### src/rtl/frac_ar_pkg.sv
// ----------------------------------------------------------------------------
// frac_ar_pkg
// shared types for the fraction arithmetic and reduction block
// ----------------------------------------------------------------------------
`default_nettype none

package frac_ar_pkg;

  typedef enum logic [1:0] {
    OP_ADD,
    OP_SUB,
    OP_MUL,
    OP_DIV
  } op_t;

  typedef enum logic [3:0] {
    ST_IDLE,
    ST_CHECK,
    ST_DIVA,
    ST_DIVB,
    ST_MUL,
    ST_COMB,
    ST_NORM,
    ST_WHOLE,
    ST_GCD,
    ST_GSTEP,
    ST_RDEN,
    ST_RNUM,
    ST_OUT
  } state_t;

  typedef enum logic [2:0] {
    PATH_MUL,
    PATH_DIV,
    PATH_QA,
    PATH_QB,
    PATH_CROSS
  } path_t;

  localparam int OUT_W = 32;
  localparam int DEN_W = 31;

endpackage

`default_nettype wire

### src/rtl/frac_ar_div.sv
// ----------------------------------------------------------------------------
// frac_ar_div
// shared restoring divider, one quotient bit per cycle
// ----------------------------------------------------------------------------
`default_nettype none

module frac_ar_div #(
  parameter int UW = 33
) (
  input  logic          clk,
  input  logic          rst,
  input  logic          start,
  input  logic [UW-1:0] dividend,
  input  logic [UW-1:0] divisor,
  output logic          done,
  output logic [UW-1:0] quotient,
  output logic [UW-1:0] remainder
);

  localparam int CW = $clog2(UW + 1);

  logic [UW-1:0] rem_r;
  logic [UW-1:0] quo;
  logic [UW-1:0] dvs;
  logic [CW-1:0] cnt;
  logic          busy;
  logic [UW:0]   trial;
  logic          fits;

  assign trial = {rem_r, quo[UW-1]};
  assign fits  = trial >= {1'b0, dvs};

  always_ff @(posedge clk) begin
    if (rst) begin
      busy <= 1'b0;
      done <= 1'b0;
      cnt  <= '0;
    end else begin
      done <= 1'b0;
      if (start) begin
        busy <= 1'b1;
        cnt  <= '0;
      end else if (busy) begin
        cnt <= cnt + CW'(1);
        if (cnt == CW'(UW - 1)) begin
          busy <= 1'b0;
          done <= 1'b1;
        end
      end
    end
  end

  always_ff @(posedge clk) begin
    if (start) begin
      rem_r <= '0;
      quo   <= dividend;
      dvs   <= divisor;
    end else if (busy) begin
      // restoring step
      rem_r <= fits ? UW'(trial - {1'b0, dvs}) : trial[UW-1:0];
      quo   <= {quo[UW-2:0], fits};
    end
  end

  assign quotient  = quo;
  assign remainder = rem_r;

endmodule

`default_nettype wire

### src/rtl/frac_ar_mul.sv
// ----------------------------------------------------------------------------
// frac_ar_mul
// shared signed multiplier with registered product
// ----------------------------------------------------------------------------
`default_nettype none

module frac_ar_mul #(
  parameter int MW = 17,
  parameter int SW = 34
) (
  input  logic                 clk,
  input  logic signed [MW-1:0] a,
  input  logic signed [MW-1:0] b,
  output logic signed [SW-1:0] p
);

  logic signed [2*MW-1:0] full;

  assign full = a * b;

  always_ff @(posedge clk) begin
    p <= SW'(full);
  end

endmodule

`default_nettype wire

### src/rtl/fraction_arith_reduce_core.sv
// ----------------------------------------------------------------------------
// fraction_arith_reduce_core
// rational add/sub/mul/div of two signed fractions with gcd reduction
// ----------------------------------------------------------------------------
// sequence: each division runs on the single shared divider, one quotient bit
// per cycle; an add or sub may first run up to two divisibility checks, then
// each item without error runs a whole-part division and, if the remainder is
// not zero, the Euclid steps of the gcd and two reducing divisions
// throughput: one item at a time, set by the single shared divider
// reset: rst synchronous active high, returns the sequencer to idle and
// drops out_valid; datapath registers are not reset
// ----------------------------------------------------------------------------
`default_nettype none

module fraction_arith_reduce_core #(
  parameter int VALUE_WIDTH = 16
) (
  input  logic                          clk,
  input  logic                          rst,
  input  logic                          in_valid,
  output logic                          in_ready,
  input  logic [1:0]                    operation,
  input  logic signed [VALUE_WIDTH-1:0] num_a,
  input  logic signed [VALUE_WIDTH-1:0] den_a,
  input  logic signed [VALUE_WIDTH-1:0] num_b,
  input  logic signed [VALUE_WIDTH-1:0] den_b,
  output logic                          out_valid,
  input  logic                          out_ready,
  output logic signed [31:0]            whole_part,
  output logic signed [31:0]            frac_num,
  output logic [30:0]                   frac_den,
  output logic                          is_integer,
  output logic                          status
);

  import frac_ar_pkg::*;

  // operand width with room for quotients like da/db, and the wide working
  // width that holds products, sums and the saturation bounds
  localparam int MW = VALUE_WIDTH + 1;
  localparam int SW = (2*VALUE_WIDTH + 2 > 34) ? 2*VALUE_WIDTH + 2 : 34;
  localparam int UW = SW - 1;

  localparam logic signed [SW-1:0] WMAX = SW'(64'sd2147483647);
  localparam logic signed [SW-1:0] WMIN = -WMAX - $signed(SW'(1));

  state_t state, state_next;
  path_t  path;
  op_t    op;

  logic signed [MW-1:0] na, da, nb, db, q;
  logic signed [SW-1:0] prod [3];
  logic signed [SW-1:0] num, den, whole;
  logic                 numneg;
  logic [UW-1:0]        gx, gy, fd;
  logic [1:0]           mstep;

  // shared units
  logic                 div_start, div_done;
  logic [UW-1:0]        div_a, div_b, div_q, div_r;
  logic signed [MW-1:0] mul_a, mul_b;
  logic signed [SW-1:0] mul_p;

  logic                 err;
  logic [1:0]           nprod;
  logic signed [SW-1:0] qsigned;
  logic signed [MW-1:0] qfix;

  function automatic logic [UW-1:0] mag_s(input logic signed [SW-1:0] v);
    mag_s = v[SW-1] ? UW'(-v) : UW'(v);
  endfunction

  function automatic logic [31:0] sat32(input logic signed [SW-1:0] v);
    logic signed [SW-1:0] t;
    t = v;
    if (v > WMAX) t = WMAX;
    if (v < WMIN) t = WMIN;
    sat32 = t[31:0];
  endfunction

  frac_ar_div #(.UW(UW)) u_div (
    .clk       (clk),
    .rst       (rst),
    .start     (div_start),
    .dividend  (div_a),
    .divisor   (div_b),
    .done      (div_done),
    .quotient  (div_q),
    .remainder (div_r)
  );

  frac_ar_mul #(.MW(MW), .SW(SW)) u_mul (
    .clk (clk),
    .a   (mul_a),
    .b   (mul_b),
    .p   (mul_p)
  );

  assign err = (da == '0) || (db == '0) || ((op == OP_DIV) && (nb == '0));

  // divider quotient at operand width and as a non-negative wide value; the sign is applied where each is used
  assign qfix    = MW'(div_q);
  assign qsigned = $signed({1'b0, div_q});

  // products needed per path
  always_comb begin
    case (path)
      PATH_QA, PATH_QB: nprod = 2'd1;
      PATH_CROSS:       nprod = 2'd3;
      default:          nprod = 2'd2;
    endcase
  end

  // multiplier operand selection
  always_comb begin
    mul_a = na;
    mul_b = nb;
    case (path)
      PATH_MUL: begin
        if (mstep != 2'd0) begin
          mul_a = da;
          mul_b = db;
        end
      end
      PATH_DIV: begin
        mul_a = (mstep == 2'd0) ? na : da;
        mul_b = (mstep == 2'd0) ? db : nb;
      end
      PATH_QA: begin
        mul_a = nb;
        mul_b = q;
      end
      PATH_QB: begin
        mul_a = na;
        mul_b = q;
      end
      PATH_CROSS: begin
        case (mstep)
          2'd0:    begin mul_a = na; mul_b = db; end
          2'd1:    begin mul_a = nb; mul_b = da; end
          default: begin mul_a = da; mul_b = db; end
        endcase
      end
      default: ;
    endcase
  end

  always_ff @(posedge clk) begin
    if (rst) begin
      state <= ST_IDLE;
    end else begin
      state <= state_next;
    end
  end

  // sequencer: next state and divider requests
  always_comb begin
    state_next = state;
    div_start  = 1'b0;
    div_a      = '0;
    div_b      = '0;
    case (state)
      ST_IDLE: begin
        if (in_valid) state_next = ST_CHECK;
      end
      ST_CHECK: begin
        if (err) begin
          state_next = ST_OUT;
        end else if (op == OP_MUL || op == OP_DIV) begin
          state_next = ST_MUL;
        end else if (da == db) begin
          state_next = ST_NORM;
        end else begin
          // does db divide da
          div_start  = 1'b1;
          div_a      = mag_s(SW'(da));
          div_b      = mag_s(SW'(db));
          state_next = ST_DIVA;
        end
      end
      ST_DIVA: begin
        if (div_done) begin
          if (div_r == '0) begin
            state_next = ST_MUL;
          end else begin
            // does da divide db
            div_start  = 1'b1;
            div_a      = mag_s(SW'(db));
            div_b      = mag_s(SW'(da));
            state_next = ST_DIVB;
          end
        end
      end
      ST_DIVB: begin
        if (div_done) state_next = ST_MUL;
      end
      ST_MUL: begin
        if (mstep == nprod) state_next = ST_COMB;
      end
      ST_COMB: begin
        state_next = ST_NORM;
      end
      ST_NORM: begin
        // whole part and remainder by magnitudes, signs fixed afterwards
        div_start  = 1'b1;
        div_a      = mag_s(num);
        div_b      = mag_s(den);
        state_next = ST_WHOLE;
      end
      ST_WHOLE: begin
        if (div_done) state_next = (div_r == '0) ? ST_OUT : ST_GCD;
      end
      ST_GCD: begin
        div_start = 1'b1;
        if (gy == '0) begin
          div_a      = mag_s(den);
          div_b      = gx;
          state_next = ST_RDEN;
        end else begin
          div_a      = gx;
          div_b      = gy;
          state_next = ST_GSTEP;
        end
      end
      ST_GSTEP: begin
        if (div_done) state_next = ST_GCD;
      end
      ST_RDEN: begin
        if (div_done) begin
          div_start  = 1'b1;
          div_a      = fd;
          div_b      = gx;
          state_next = ST_RNUM;
        end
      end
      ST_RNUM: begin
        if (div_done) state_next = ST_OUT;
      end
      ST_OUT: begin
        if (out_ready) state_next = ST_IDLE;
      end
      default: state_next = ST_IDLE;
    endcase
  end

  // datapath registers
  always_ff @(posedge clk) begin
    case (state)
      ST_IDLE: begin
        if (in_valid) begin
          op    <= op_t'(operation);
          na    <= MW'(num_a);
          da    <= MW'(den_a);
          nb    <= MW'(num_b);
          db    <= MW'(den_b);
          mstep <= 2'd0;
        end
      end
      ST_CHECK: begin
        if (err) begin
          whole_part <= '0;
          frac_num   <= '0;
          frac_den   <= 31'd1;
          is_integer <= 1'b0;
          status     <= 1'b1;
        end else begin
          case (op)
            OP_MUL:  path <= PATH_MUL;
            OP_DIV:  path <= PATH_DIV;
            default: path <= PATH_CROSS;
          endcase
          // equal denominators are kept as they are
          num <= (op == OP_SUB) ? SW'(na) - SW'(nb) : SW'(na) + SW'(nb);
          den <= SW'(da);
        end
      end
      ST_DIVA: begin
        if (div_done && div_r == '0) begin
          path <= PATH_QA;
          q    <= (da[MW-1] ^ db[MW-1]) ? -qfix : qfix;
        end
      end
      ST_DIVB: begin
        if (div_done && div_r == '0) begin
          path <= PATH_QB;
          q    <= (da[MW-1] ^ db[MW-1]) ? -qfix : qfix;
        end
      end
      ST_MUL: begin
        mstep <= mstep + 2'd1;
        if (mstep != 2'd0) prod[mstep - 2'd1] <= mul_p;
      end
      ST_COMB: begin
        case (path)
          PATH_QA: begin
            num <= (op == OP_SUB) ? SW'(na) - prod[0] : prod[0] + SW'(na);
            den <= SW'(da);
          end
          PATH_QB: begin
            num <= (op == OP_SUB) ? prod[0] - SW'(nb) : prod[0] + SW'(nb);
            den <= SW'(db);
          end
          PATH_CROSS: begin
            num <= (op == OP_SUB) ? prod[0] - prod[1] : prod[0] + prod[1];
            den <= prod[2];
          end
          default: begin
            num <= prod[0];
            den <= prod[1];
          end
        endcase
      end
      ST_NORM: begin
        // positive denominator from here on
        numneg <= num[SW-1] ^ den[SW-1];
        if (den[SW-1]) begin
          num <= -num;
          den <= -den;
        end
      end
      ST_WHOLE: begin
        if (div_done) begin
          whole <= numneg ? -qsigned : qsigned;
          gx    <= div_r;
          gy    <= UW'(den);
          fd    <= div_r;
          if (div_r == '0) begin
            whole_part <= sat32(numneg ? -qsigned : qsigned);
            frac_num   <= '0;
            frac_den   <= 31'd1;
            is_integer <= 1'b1;
            status     <= 1'b0;
          end
        end
      end
      ST_GSTEP: begin
        if (div_done) begin
          gx <= gy;
          gy <= div_r;
        end
      end
      ST_RDEN: begin
        if (div_done) frac_den <= div_q[30:0];
      end
      ST_RNUM: begin
        if (div_done) begin
          whole_part <= sat32(whole);
          frac_num   <= (whole == '0 && numneg) ? -div_q[31:0] : div_q[31:0];
          is_integer <= 1'b0;
          status     <= 1'b0;
        end
      end
      default: ;
    endcase
  end

  assign in_ready  = (state == ST_IDLE);
  assign out_valid = (state == ST_OUT);

endmodule

`default_nettype wire

### config.mk
export PLATFORM = sky130hd
export DESIGN_NAME = fraction_arith_reduce_core
export DESIGN_NICKNAME = d
export VERILOG_FILES = /design/src/rtl/frac_ar_pkg.sv /design/src/rtl/frac_ar_div.sv /design/src/rtl/frac_ar_mul.sv /design/src/rtl/fraction_arith_reduce_core.sv
export SDC_FILE = /design/constraint.sdc
export NUM_CORES = 2
export LEC_CHECK = 0
export ABC_CLOCK_PERIOD_IN_PS = 13600
export BUFFER_PORTS_ARGS = -buffer_cell sky130_fd_sc_hd__clkbuf_2
export CORE_ASPECT_RATIO = 1.75
export CORE_UTILIZATION = 46
export DETAILED_ROUTE_END_ITERATION = 7
export GPL_ROUTABILITY_DRIVEN = 0
export GPL_TIMING_DRIVEN = 0
export PLACE_DENSITY = 0.66
export SLEW_MARGIN = 10
export SYNTH_ARGS = -nofsm -noshare
export SYNTH_HDL_FRONTEND = slang
export SYNTH_SLANG_ARGS = --single-unit
### constraint.sdc
create_clock -name clk -period 13.6 [get_ports clk]
set_input_delay 0 -clock clk [delete_from_list [all_inputs] [get_ports clk]]
set_output_delay 0 -clock clk [all_outputs]
set_load 0.01 [all_outputs]
* Word-level counts from Yosys, hierarchy flattened *
Memory sizes are Yosys's and may differ from the RTL's.
Index checks and enable logic that the tools add are counted.
W data, S select, Z words.

storage, ports and cells
  memories kept = 1
  memory bits (writable) = 102
  input port bits = 70
  bits in registers = 532

memories
  memory  words  bits a word  rd ports  clocked after Yosys merged registers in  wr ports  RTL line                          text
  prod    3      34           3         0                                        1         fraction_arith_reduce_core.sv:52  logic signed [SW-1:0] prod [3];

operators by class
  bitwise gates (word level) = 3
  add/sub/neg operators = 19
  multiplexer cells = 116
  reductions and logical operators = 39
  $lt $le $gt $ge = 5
  $mul = 1
  equality and inequality tests = 38

operators by type and width
  operator                number
  $mux W33                24
  $pmux W34 S3            4
  $mux W32                12
  $pmux W33 S5            2
  $mux W34                9
  $pmux W32 S3            2
  $pmux W17 S4            2
  $pmux W33 S2            2
  $mux W31                4
  $mux W17                6
  $pmux W31 S3            1
  $add A34 B16 Y34        2
  $gt A34 B32 Y1 const B  2
  $lt A34 B32 Y1 const B  2
  $neg A34 Y34            2
  $logic_not A33 Y1       2
  $neg A16 Y33            2
  $pmux W4 S13            1
  $logic_not A17 Y1       3
  $mux W4                 10
  $add A34 B34 Y34        1
  $ge A34 B33 Y1          1
  $logic_not A34 Y1       1
  $mul A17 B17 Y34        1
  other kinds (51)        123

* Depth between registers and ports, before layout *
  depth after elaboration = 8
  depth in mapped cells = 34
  depth with buffers taken out = 32

* Hierarchy *
Synthesis repeated with hierarchy kept, for this count alone.

second synthesis, totals
  cells, all modules = 5193
  area, all modules = 50599.8 um^2

modules (own cells, without submodules)
  module                      cells each  area an instance (um^2)  sequential area each (um^2)  instances
  fraction_arith_reduce_core  3316        32743.9                  14764.2                      1
  frac_ar_mul                 1243        11619.9                  680.7                        1
  frac_ar_div                 634         6236.0                   2802.7                       1

* Worst setup path before layout *
Ideal clock, no wire load.

  path type = register to register
  start = register mstep[0]
  end = register u_mul.p[32]
  cell stages (with the launch flop) = 31
  data arrival time = 7.614 ns
  clock period less this slack = 7.737 ns
  slack = 5.863 ns
  library setup time = 0.123 ns
  required time = 13.477 ns
  buffers on the path = 3
  cells stage by stage = edfxtp_1 > inv_1 > ha_1 > clkbuf_1 > a2bb2oi_1 > o21ai_1 > clkbuf_1 > a222oi_1 > a21boi_1 > clkbuf_1 > nor2_1 > fa_1 > inv_1 > fa_1 > fa_1 > fa_1 > inv_1 > fa_1 > inv_1 > fa_1 > inv_1 > ha_1 > inv_1 > o21bai_1 > a21o_1 > or3b_2 > o21ai_0 > o221ai_1 > a31oi_1 > o21bai_1 > xor2_1

between the ends
  word-level cells in the longest chain between the ends = 4
  elaborated cells between the ends (all ways) = 12
  those cells by class = mul (1); eq/ne (1); mux (8); reduce/logical (2)

ends and longest elaborated chain
  element                                     RTL line                           text
  start: declaration                          fraction_arith_reduce_core.sv:56   logic [1:0] mstep;
  start signal: assignment                    fraction_arith_reduce_core.sv:290  mstep <= mstep + 2'd1;
  $eq A2 B1 Y1, or another cell as far along  fraction_arith_reduce_core.sv:138  case (mstep)
  $pmux W17 S2, or another cell as far along  fraction_arith_reduce_core.sv:138
  $pmux W17 S4                                fraction_arith_reduce_core.sv:118  case (path)
  $mul A17 B17 Y34 *                          frac_ar_mul.sv:19                  assign full = a * b;
  via u_mul.full[32]                          frac_ar_mul.sv:17                  logic signed [2*MW-1:0] full;
  end signal: assignment                      frac_ar_mul.sv:22                  p <= SW'(full);
  end: declaration                            frac_ar_mul.sv:14                  output logic signed [SW-1:0] p

Mark *: on every way through the listed nets, which the timed path passes. The rest lies on a longest branch.
A chain may end at the register's enable or synchronous reset.

* Worst setup path after layout *
  start = register path[0]
  end = register u_mul.p[33]

between the ends
  word-level cells in the longest chain between the ends = 4
  elaborated cells between the ends (all ways) = 9
  those cells by class = mul (1); eq/ne (4); mux (2); reduce/logical (2)

ends and longest elaborated chain
  element                            RTL line                           text
  start: declaration                 fraction_arith_reduce_core.sv:48   path_t path;
  start signal: assignment           fraction_arith_reduce_core.sv:268  OP_MUL: path <= PATH_MUL;
  start signal: assignment           fraction_arith_reduce_core.sv:269  OP_DIV: path <= PATH_DIV;
  start signal: assignment           fraction_arith_reduce_core.sv:270  default: path <= PATH_CROSS;
  $eq A3 B2 Y1                       fraction_arith_reduce_core.sv:118
  $reduce_or A2 Y1 (no source line)  n/a
  $pmux W17 S4                       fraction_arith_reduce_core.sv:118
  $mul A17 B17 Y34 *                 frac_ar_mul.sv:19
  via u_mul.full[33]                 frac_ar_mul.sv:17

Marks and branches as above.

==> impl_results.md <==
- Post-synth top flop: edfxtp_1
- Number of cell rows: 158
- Vias in the first global route: 43,500
- # IOs: 169
- Clock buffer depth: 3
- H-tree depth: 2
- Most common cell on crit path: fa_1
- EDFF count, synth: 555
- Area grow syn2layout: 11.65%
- Period minus WS final: between 10 and 15 ns
- CP max-delay cell: a21boi_1
- Clock sink total: about 630
- Mapped Cells: 5,064
- Failing checks: design-rule violations
- Mean number of vias per cell: 6.288
- First-pass GRT wire length: 284,900 µm
- All-Layer GR Usage: between 30% and 40%
- Core Footprint: 106,000 µm²
- Share of layout cells above drive strength 1: under 10%
- Origin of the worst setup path: path[0]$_DFFE_PP_
- Max Cap Viol: 0
- Routed Antenna Nets: 0
- Pre-Repair DR Iteration Count: 8
- Worst-path maximum fanout: 10
- Mux cell area share after synthesis: 2.102%
- Worst hold path class: in -> reg
- Largest net degree at the start of global routing: 49
- CP required: 14.13 ns
- Port Buffers: about 170
- Average cell area after synthesis: 9.720 µm²
- Worst-Margin Slew: 1.400 ns
- Vias: 42,780
- Post_cts resized: 0
- Synth warnings: 0
- Compound-Gate Fraction of Synth Area: 16.10%
- Cell variety after synth: 84
- Synth async-reset ratio: 0%
- Initial Util: 46.45%
- R2R setup slack: 3.00 ns
- Wire length per cell: 29.14 µm
- Global route overflow: 0
- Initial antenna violation count: 6
- RSZ-0062 raised after global routing: no
- CP endpoint kind: register
- Slew Limit Fails: 0
- Final Skew: 0.03747 ns
- Most common cell after layout, fill and taps aside: edfxtp_1
- Synth Area in Adders: between 10% and 20%
- HP Start: den_b[7]
- Yosys reg bits: approximately 630
- Synth Area in XOR/XNOR: 8.025%
- Die X: 249.3 µm
- DP HPWL: 152,900 µm
- Max incr delay on CP: 0.87 ns
- Setup_tns: 0 ns
- Hold Vio Cnt, Final: 0
- CTS tree: yes
- Sequential area share after synthesis: between 30% and 40%
- Worst Path Buf+Inv: 8
- Final setup fails: 0
- Post-Synthesis Cell Area: 49,220 µm²
- Syn Nets: roughly 5,600
- DIE AREA: 108,400 µm²
- Slew headroom: 6.657%
- Crit path launch type: register
- Layout Nets: about 6,000
- Simple-gate share of the synthesized area: 13.68%
- Setup Crit Path Kind: reg -> reg
- Crit path arrival time: approximately 11 ns
- CTS Buf Count: 55
- Outcome: finished with violations
- Clock slew at reported path FFs: 0.07 ns
- Clk_lat worst skew: just over 0.7 ns
- Max Freq: about 0.094 GHz
- Final period util: around 78%
- Largest family of logic cells by synthesized area: adder cells
- Cell family with most CP delay: adder cells
- Most frequent cells in the layout: edfxtp_1 (555), nor2_1 (476), inv_1 (447)
- Height of the die: between 400 and 500 µm
- Reg-to-Reg Start: path[0]$_DFFE_PP_
- # DRC: 23
- First DRT Iteration DRCs: roughly 4,500
- DRT Wirelength: 198,300 µm
- CTS root buffer: clkbuf_16
[layout make-up]
type / count / area, µm²
clock inverter: 39 / 508.0
timing repair buffer: 268 / 1994
antenna: 8 / 20.02
inverter: 451 / 1693
fill: 9591 / 51000
multi-input combinational: 3695 / 28260
sequential: 634 / 18250
clock buffer: 64 / 1420
buffer: 284 / 1111
tap: 1360 / 1702
[Yosys cell counts (all sizes together), types with 63 or more instances]
cell,instances,area (µm²)
a21o,91,683.2
a21oi,284,1421
clkbuf,244,915.9
dfxtp,79,1582
edfxtp,555,16670
fa,290,5806
ha,218,2728
inv,450,1689
mux2,67,754.5
nand2,422,1584
nand2b,81,506.7
nor2,477,1790
nor3,76,390.4
o211ai,63,473.0
o21ai,306,1531
o221ai,74,648.1
xnor2,268,2347
xor2,183,1603
[metal layers]
metal	vias up	GRT usage [%]	share of wire (%)	wire length, µm
met3	1080	8.958	8.8	17370
met4	2	39.90	13	26320
met2	2709	62.79	49	97200
li1	18570	-	-	-
met1	20420	33.33	29	57360
met5	-	0.1786	0.0055	11
[logic make-up after synthesis]
kind of cell / Yosys count
buffers and inverters: 735
XOR/XNOR: 451
AO/OA/AOI/OAI: 1209
flip-flops: 634
AND/OR/NAND/NOR: 1432
adder cells (fa/ha/maj): 508
multiplexers: 95
[registers in the layout (all words and copies together) (netlist names), 32 cells and up]
name,cells
frac_num,32
fd,33
whole,34
den,34
num,34
u_mul.p,34
gx,33
prod,102
gy,33
u_div.quotient,33
whole_part,32
u_div.remainder,33
u_div.dvs,33
[path summary, 6_finish.rpt]
check,end,depth (start not counted)
hold reg to reg,prod[2][15]$_DFFE_PP_,0
setup reg to reg,u_mul.p[33]$_DFF_P_,30
setup / recovery,u_mul.p[33]$_DFF_P_,30
hold / removal,db[7]$_DFFE_PP_,2
[what timing repair did]
action,CTS,global route
setup buffers,0,0
endpoints found under the hold margin,89,0
hold buffers,70,0
[metrics by stage]
stage | util (%) | setup WS, ns | hold WS [ns] | instance area (µm²) | instances
finish | 51.87 | 2.998 | 0.01547 | 54960 | 6803
floorplan | - | 5.863 | 0.07214 | 49220 | 5064
global placement | 48.85 | 3.547 | 0.1786 | 51760 | 6592
CTS | 51.80 | 3.504 | 0.001843 | 54890 | 6791
global route | 51.85 | 2.708 | 0.02262 | 54950 | 6798
detailed placement | 49.32 | 3.544 | 0.1786 | 52260 | 6618
Power is not shown: default switching activity piles up to over one toggle a cycle in this logic, so the estimate is an artifact.
